==> config.mk <==
export PLATFORM = sky130hd
export DESIGN_NAME = bsde_divider
export DESIGN_NICKNAME = d
export VERILOG_FILES = /design/src/rtl/bsde_pkg.sv /design/src/rtl/bsde_divider.sv
export SDC_FILE = /design/constraint.sdc
export NUM_CORES = 1
export LEC_CHECK = 0
export ABC_AREA = 1
export ABC_CLOCK_PERIOD_IN_PS = 3420
export BUFFER_PORTS_ARGS = -buffer_cell sky130_fd_sc_hd__clkbuf_2
export CORE_MARGIN = 5
export CORE_UTILIZATION = 55
export DETAILED_ROUTE_END_ITERATION = 10
export PLACE_DENSITY_LB_ADDON = 0.08
export SLEW_MARGIN = 10
export SYNTH_ARGS = -nofsm -noshare
export SYNTH_HDL_FRONTEND = slang
export SYNTH_SLANG_ARGS = --single-unit
export TNS_END_PERCENT = 20
==> constraint.sdc <==
create_clock -name i_clk -period 3.42 [get_ports i_clk]
set_input_delay 0 -clock i_clk [delete_from_list [all_inputs] [get_ports i_clk]]
set_output_delay 0 -clock i_clk [all_outputs]
set_load 0.02 [all_outputs]
==> src/rtl/bsde_pkg.sv <==
// Package with shared types and constants of the B-spline de Boor evaluator.
package bsde_pkg;
    localparam logic [1:0] OP_LOAD_KNOT  = 2'd0;
    localparam logic [1:0] OP_LOAD_POINT = 2'd1;
    localparam logic [1:0] OP_EVAL       = 2'd2;
    localparam logic [1:0] ST_OK         = 2'd0;
    localparam logic [1:0] ST_RANGE      = 2'd1;
    localparam logic [1:0] ST_INDEX      = 2'd2;
    localparam logic [1:0] CFG_LAST      = 2'd0;
    localparam logic [1:0] CFG_ORDER     = 2'd1;
    localparam logic [1:0] CFG_DIM       = 2'd2;

    typedef struct packed {
        logic [1:0]         operation;
        logic [6:0]         index;
        logic signed [31:0] knot_value;
        logic signed [31:0] coord_x;
        logic signed [31:0] coord_y;
        logic signed [31:0] coord_z;
        logic signed [31:0] param_t;
    } t_in_word;

    typedef struct packed {
        logic signed [31:0] point_x;
        logic signed [31:0] point_y;
        logic signed [31:0] point_z;
        logic [1:0]         status;
    } t_out_word;
endpackage

==> src/rtl/bsde_divider.sv <==
// Restoring divider producing a saturated truncated fixed-point quotient.
module bsde_divider import bsde_pkg::*; #(
    parameter int FRAC_BITS = 16
) (
    input  logic               i_clk,
    input  logic               i_rst_n,
    input  logic               i_start,
    input  logic signed [32:0] i_num,
    input  logic signed [32:0] i_den,
    output logic               o_done,
    output logic signed [31:0] o_quot
);
    localparam int NW = 33 + FRAC_BITS;
    localparam int CW = $clog2(NW + 1);

    logic [NW-1:0] r_q, n_q;
    logic [33:0]   r_rem, n_rem;
    logic [32:0]   r_d;
    logic          r_neg, r_busy, r_done;
    logic [CW-1:0] r_cnt;
    logic [34:0]   w_trial;
    logic [NW-1:0] w_mag;
    logic [32:0]   w_na, w_da;

    assign w_na = i_num[32] ? 33'(-i_num) : 33'(i_num);
    assign w_da = i_den[32] ? 33'(-i_den) : 33'(i_den);
    assign w_trial = {r_rem, r_q[NW-1]} - {2'b0, r_d};

    always_comb begin
        n_rem = r_rem;
        n_q = {r_q[NW-2:0], 1'b0};
        if (!w_trial[34]) begin
            n_rem = w_trial[33:0];
            n_q[0] = 1'b1;
        end else begin
            n_rem = {r_rem[32:0], r_q[NW-1]};
        end
    end

    always_ff @(posedge i_clk) begin
        if (!i_rst_n) begin
            r_busy <= 1'b0;
            r_done <= 1'b0;
        end else begin
            r_done <= 1'b0;
            if (i_start) begin
                r_busy <= 1'b1;
                r_q <= {w_na, {FRAC_BITS{1'b0}}};
                r_rem <= '0;
                r_d <= w_da;
                r_neg <= i_num[32] ^ i_den[32];
                r_cnt <= CW'(NW);
            end else if (r_busy) begin
                r_q <= n_q;
                r_rem <= n_rem;
                r_cnt <= r_cnt - 1'b1;
                if (r_cnt == CW'(1)) begin
                    r_busy <= 1'b0;
                    r_done <= 1'b1;
                end
            end
        end
    end

    assign w_mag = r_q;
    always_comb begin
        if (!r_neg) begin
            o_quot = (w_mag > NW'(32'h7fffffff)) ? 32'sh7fffffff : 32'(w_mag);
        end else begin
            o_quot = (w_mag > NW'(33'h80000000)) ? 32'sh80000000 : 32'(-w_mag);
        end
    end
    assign o_done = r_done;
endmodule

# [After elaboration in Yosys (flattened, before gate mapping)]
# Index checks and enable logic that the tools add are counted.
[classes] muxes=15 n_lt_le_gt_ge=2 add_sub_neg=5 n_reduce_logical=4 n_eq_ne=1 bitwise=3
[op_table] operator="$mux W32" n=4
[op_table] operator="$mux W49" n=2
[op_table] operator="$mux W34" n=2
[op_table] operator="$neg A33 Y33" n=2
[op_table] operator="$gt A49 B31 Y1 const B" n=1
[op_table] operator="$gt A49 B32 Y1 const B" n=1
[op_table] operator="$sub A35 B33 Y35" n=1
[op_table] operator="$mux W33" n=1
[op_table] operator="$neg A32 Y32" n=1
[op_table] operator="$eq A6 B1 Y1 const B" n=1
[op_table] operator="$mux W6" n=1
[op_table] operator="$sub A6 B1 Y6 const B" n=1
[op_table] operator="$mux W1" n=5
[op_table] operator="$reduce_and A2 Y1" n=2
[op_table] operator="$reduce_or A3 Y1" n=1
[op_table] operator="$not A1 Y1" n=2
[op_table] operator="$reduce_bool A2 Y1" n=1
[op_table] operator="$xor A1 B1 Y1" n=1
[word_totals] reg_bits=125 output_inout_bits=33 in_bits=69 wordCells=39

# [Longest topological paths before layout]
[depth] ltp_word=4 mapped_depth=17 depth_no_buf=17

# [Worst setup path after synthesis]
# No wires, ideal clock.
[synth_timing] kind="reg2reg" startpoint="register r_busy" endpoint="register r_cnt[0] (enable)" required_time_ns=2.969 n_path_buf=0 arrival_ns=2.242 path_stages_with_launch=3 path_slack_ns=0.727 path_cell_list="dfxtp_1 > nand2_1 > nand2_1"
[synth_between] elab_chain_cells=2
[synth_rtl] item="start: declaration" line="bsde_divider.sv:19" rtl="logic r_neg, r_busy, r_done;"
[synth_rtl] item="start signal: assignment" line="bsde_divider.sv:42" rtl="r_busy <= 1'b0;"
[synth_rtl] item="start signal: assignment" line="bsde_divider.sv:47" rtl="r_busy <= 1'b1;"
[synth_rtl] item="start signal: assignment" line="bsde_divider.sv:58" rtl="r_busy <= 1'b0;"
[synth_rtl] item="$reduce_bool A2 Y1 (no source line)"
[synth_rtl] item="$reduce_and A2 Y1 (no source line)"
[synth_rtl] item="end signal: assignment" line="bsde_divider.sv:52" rtl="r_cnt <= CW'(NW);"
[synth_rtl] item="end signal: assignment" line="bsde_divider.sv:56" rtl="r_cnt <= r_cnt - 1'b1;"
[synth_rtl] item="end: declaration" line="bsde_divider.sv:20" rtl="logic [CW-1:0] r_cnt;"
# No other way between the ends.
# A chain may end at the register's enable or synchronous reset.

# [Worst setup path after layout]
[layout_timing] startpoint="register r_q[0]" endpoint="output o_quot[26]"
[layout_between] elab_chain_cells=3 word_cells_on_any_way=6
[layout_rtl] item="start: declaration" line="bsde_divider.sv:16" rtl="logic [NW-1:0] r_q, n_q;"
[layout_rtl] item="start signal: assignment" line="bsde_divider.sv:48" rtl="r_q <= {w_na, {FRAC_BITS{1'b0}}};"
[layout_rtl] item="start signal: assignment" line="bsde_divider.sv:54" rtl="r_q <= n_q;"
[layout_rtl] item="$gt A49 B31 Y1 (tied with other cells)" line="bsde_divider.sv:68" rtl="o_quot = (w_mag > NW'(32'h7fffffff)) ? 32'sh7fffffff : 32'(w_mag);"
[layout_rtl] item="$mux W32 (on tied branches)" line="bsde_divider.sv:68, bsde_divider.sv:70"
[layout_rtl] item="$mux W32 *" line="bsde_divider.sv:67" rtl="if (!r_neg) begin"
[layout_rtl] item="end: declaration" line="bsde_divider.sv:11" rtl="output logic signed [31:0] o_quot"
# Mark *: on every way between the ends. The rest lies on a longest branch, timed or not.

==> reports/results.txt <==
Layout cell share with drive strength beyond 1: 12.6%
Fin. Hold Viols: 0
Synth top cells by count: nand2_1 (483), inv_1 (279), nor2_1 (200), nand3_1 (127), edfxtp_1 (123)
Post-route setup TNS: 0 ns
CTS tree: done
Hold slack final: 0.0170 ns
Crit path arrival time: 2.79 ns
Max Slew Vio Count: 0
Startpoint Class: register
Row Count: 52
Crit path time final: 2.79 ns
Critical Path Fanout Max: 20
Worst VDD drop: 0.000371 V
Post-synthesis sequential area ratio: 32.9%
CTS root buffer: clkbuf_16
GRT Overall Usage: 27.1%
Max-cap violations: 0
Fmax: 0.358 GHz
Total number of vias: 10800
Skew final: 0.0159 ns
Count leader, synth: nand2_1
Area of the core: 20300 µm²
Final Instance Area: 13000 µm²
Worst-Skew Late Latency: 0.42 ns
Worst Hold End: r_q[19]$_DFFE_PP_
RSZ-0062 raised after global routing: false
Synth area leader: edfxtp_1
DIE AREA: 23600 µm²
Mean post-synth cell area: 6.80 µm²
Post-synthesis cell type count: 47
# IOs: 102
Number of global-route vias before repair: 10500
WL/cell: 15.2 µm
Least-Margin Pin Slew: 0.588 ns
Syn-to-layout area delta: 14.6%
Register area: 3730 µm²
Worst hold path class: in -> reg
Syn Inst Count: 1669
Clock power share: 31.4%
Top FF cell, synth: edfxtp_1
Pwr Density: 460 nW/µm²
Area after DPL: 12000 µm²
Post-Syn Area: 11300 µm²
Final setup fails: 0
Num CTS Buffers: 17
Rel. slew slack: 60.8%
Dpl hpwl: 24100 µm
H-tree depth: 4
Seq pwr share: 34.0%
First drt pass iteration count: 5
Grt ovf: 0
Syn Nets: 1778
Chip width: 154 µm
WHS Path Cells: 3
Hold Startpoint: i_num[3]
Number of flops mapped to enable cells by yosys: 123
Leakage power: 6.38 nW
Worst EP required: 3.42 ns
Initial Util: 55.9%
Post-synth top area share: 32.6%
Power Internal: 3.76 mW
TritonCTS Sinks: 125
Area contributors post-synth: edfxtp_1 (33%), nand2_1 (16%), inv_1 (9.2%)
1st-iter DRT viols: 843
Reg2Reg Depth: 11
Net Sw Frac: 37.1%
Ys Warns: 0
Setup CP Type: reg -> out
RR Startpoint: r_rem[27]$_SDFFCE_PP0P_
Die Span Y: 154 µm
Post-CTS Setup Bufs: 0
DRC: 0
Multi-input gate area: 6260 µm²
Number of port buffers: 101
Endpoint class of the critical path: output pin
WL final: 31600 µm
Vias per cell: 5.22
Reg2reg end: r_rem[26]$_SDFFCE_PP0P_
Synthesis-stage register bit count: 125
Outcome: finished clean
Comb pwr share: 34.6%
Final RePlAce weighted congestion: 0.984
Antenna violations before repair: 1
FFs w/ async S/R, synth: 0%
Reg clk slew, reported paths: 0.06 ns
ANT nets after route: 0
FILL cells: 1886
Switching Power: 2.22 mW
Nets: 1901
Pin count of the biggest net entering global routing: 70
First-pass GRT wire length: 52600 µm
Reg-to-reg slack, setup: 0.66 ns
Period utilization: 81.7%
Max clock buf depth: 2
Total power: 5.98 mW
==> flip-flops by register name, indices dropped and copies added, names as in the netlist <==
signal and cells:
r_d 33, o_done 1, r_rem 34, r_cnt 6
r_neg 1, r_q 49, r_busy 1
==> critical path: stages, from the launching register on <==
cell and delay [ns]:
edfxtp_1 0.43, inv_1 0.16, ha_1 0.16, inv_1 0.07, nor3_4 0.21, inv_2 0.08
nor2_4 0.12, nand2_1 0.09, nor2_1 0.12, nand2_1 0.10, a21oi_2 0.15, buf_4 0.26
nand2_1 0.08, nand3_1 0.12, clkbuf_2 0.21
==> cells in the final DEF, fill, tap and decap left out, types with 4 or more instances in the layout <==
| cell | Yosys | final |
|---|---|---|
| nor4_1 | 10 | 10 |
| inv_1 | 279 | 278 |
| inv_6 | 0 | 6 |
| dlygate4sd3_1 | 0 | 38 |
| buf_4 | 3 | 4 |
| nand4_1 | 33 | 33 |
| o31ai_1 | 5 | 5 |
| nand3b_1 | 10 | 10 |
| nor2_4 | 6 | 6 |
| inv_2 | 12 | 13 |
| nand2_2 | 6 | 6 |
| xor2_1 | 73 | 73 |
| nand2_4 | 5 | 6 |
| nor3_1 | 32 | 32 |
| nor2_2 | 33 | 33 |
| nor2_1 | 200 | 200 |
| nand3_2 | 5 | 5 |
| or2_2 | 6 | 6 |
| nand3_1 | 127 | 127 |
| nand2_1 | 483 | 482 |
| edfxtp_1 | 123 | 123 |
| xnor2_1 | 16 | 16 |
| a31oi_1 | 11 | 11 |
| clkbuf_16 | 0 | 17 |
| clkbuf_2 | 0 | 101 |
| and2_1 | 6 | 6 |
| o21ai_0 | 43 | 43 |
| o21ai_1 | 6 | 6 |
| a21oi_1 | 34 | 34 |
| ha_1 | 39 | 39 |
==> timing repair <==
action,4_1_cts,5_1_grt
hold endpoints to repair,39,0
resized for setup,0,0
hold buffers,38,0
==> routing by layer <==
layer | global-route usage (%) | routed length (µm) | vias up
li1 | - | - | 5530
met1 | 35.9 | 13900 | 4933
met2 | 46.9 | 15300 | 339
met3 | 3.91 | 1820 | 44
met4 | 6.52 | 578 | 0
met5 | 0 | 0 | -
==> cell type report <==
cell class                      count  area share (%)
Tap cell                          270            2.60
Multi-Input combinational cell   1211            48.2
Clock inverter                     15            1.41
Clock buffer                       17            3.27
Timing Repair Buffer              145            7.35
Inverter                          292            8.43
Antenna cell                        1          0.0193
Sequential cell                   125            28.7
==> cells by family (layout without fill, tap and decap cells) <==
| kind of cell | count (synthesis) | in the layout | share of synthesized area [%] |
|---|---|---|---|
| AO/OA/AOI/OAI | 106 | 106 | 5.11 |
| XOR/XNOR | 89 | 89 | 6.87 |
| adder cells (fa/ha/maj) | 40 | 40 | 4.48 |
| buffers and inverters | 333 | 469 | 11.9 |
| flip-flops | 125 | 125 | 32.9 |
| other | 0 | 1 | 0 |
| AND/OR/NAND/NOR | 976 | 976 | 38.7 |
==> power groups by stage <==
stage	registers [mW]	clock network [mW]	logic, mW
floorplan	2.02	0	1.57
global placement	2.05	0	1.99
detailed placement	2.06	0	2.01
CTS	2.03	1.90	2.06
global route	2.05	1.98	2.33
finish	2.03	1.88	2.07
==> worst max path at each step <==
| stage | start | endpoint | slack, ns |
|---|---|---|---|
| detailed placement | r_rem[27]$_SDFFCE_PP0P_ | r_rem[25]$_SDFFCE_PP0P_ | 0.70 |
| CTS | r_q[0]$_SDFFCE_PP0P_ | o_quot[26] | 0.62 |
| finish | r_q[0]$_SDFFCE_PP0P_ | o_quot[26] | 0.63 |
| floorplan | r_busy$_SDFF_PN0_ | r_cnt[0]$_SDFFCE_PP1P_ | 0.73 |
| global placement | r_rem[27]$_SDFFCE_PP0P_ | r_rem[22]$_SDFFCE_PP0P_ | 0.77 |
| global route | r_q[0]$_SDFFCE_PP0P_ | o_quot[26] | 0.41 |
==> per-stage QoR <==
| step | std cells | utilization (%) | worst slack (ns) |
|---|---|---|---|
| floorplan | 1669 | - | 0.727 |
| global placement | 2005 | 59.1 | 0.767 |
| detailed placement | 2005 | 59.1 | 0.697 |
| CTS | 2075 | 64.0 | 0.621 |
| global route | 2076 | 64.0 | 0.406 |
| finish | 2076 | 64.0 | 0.628 |
Note: power is estimated with default switching activity, not from simulation.
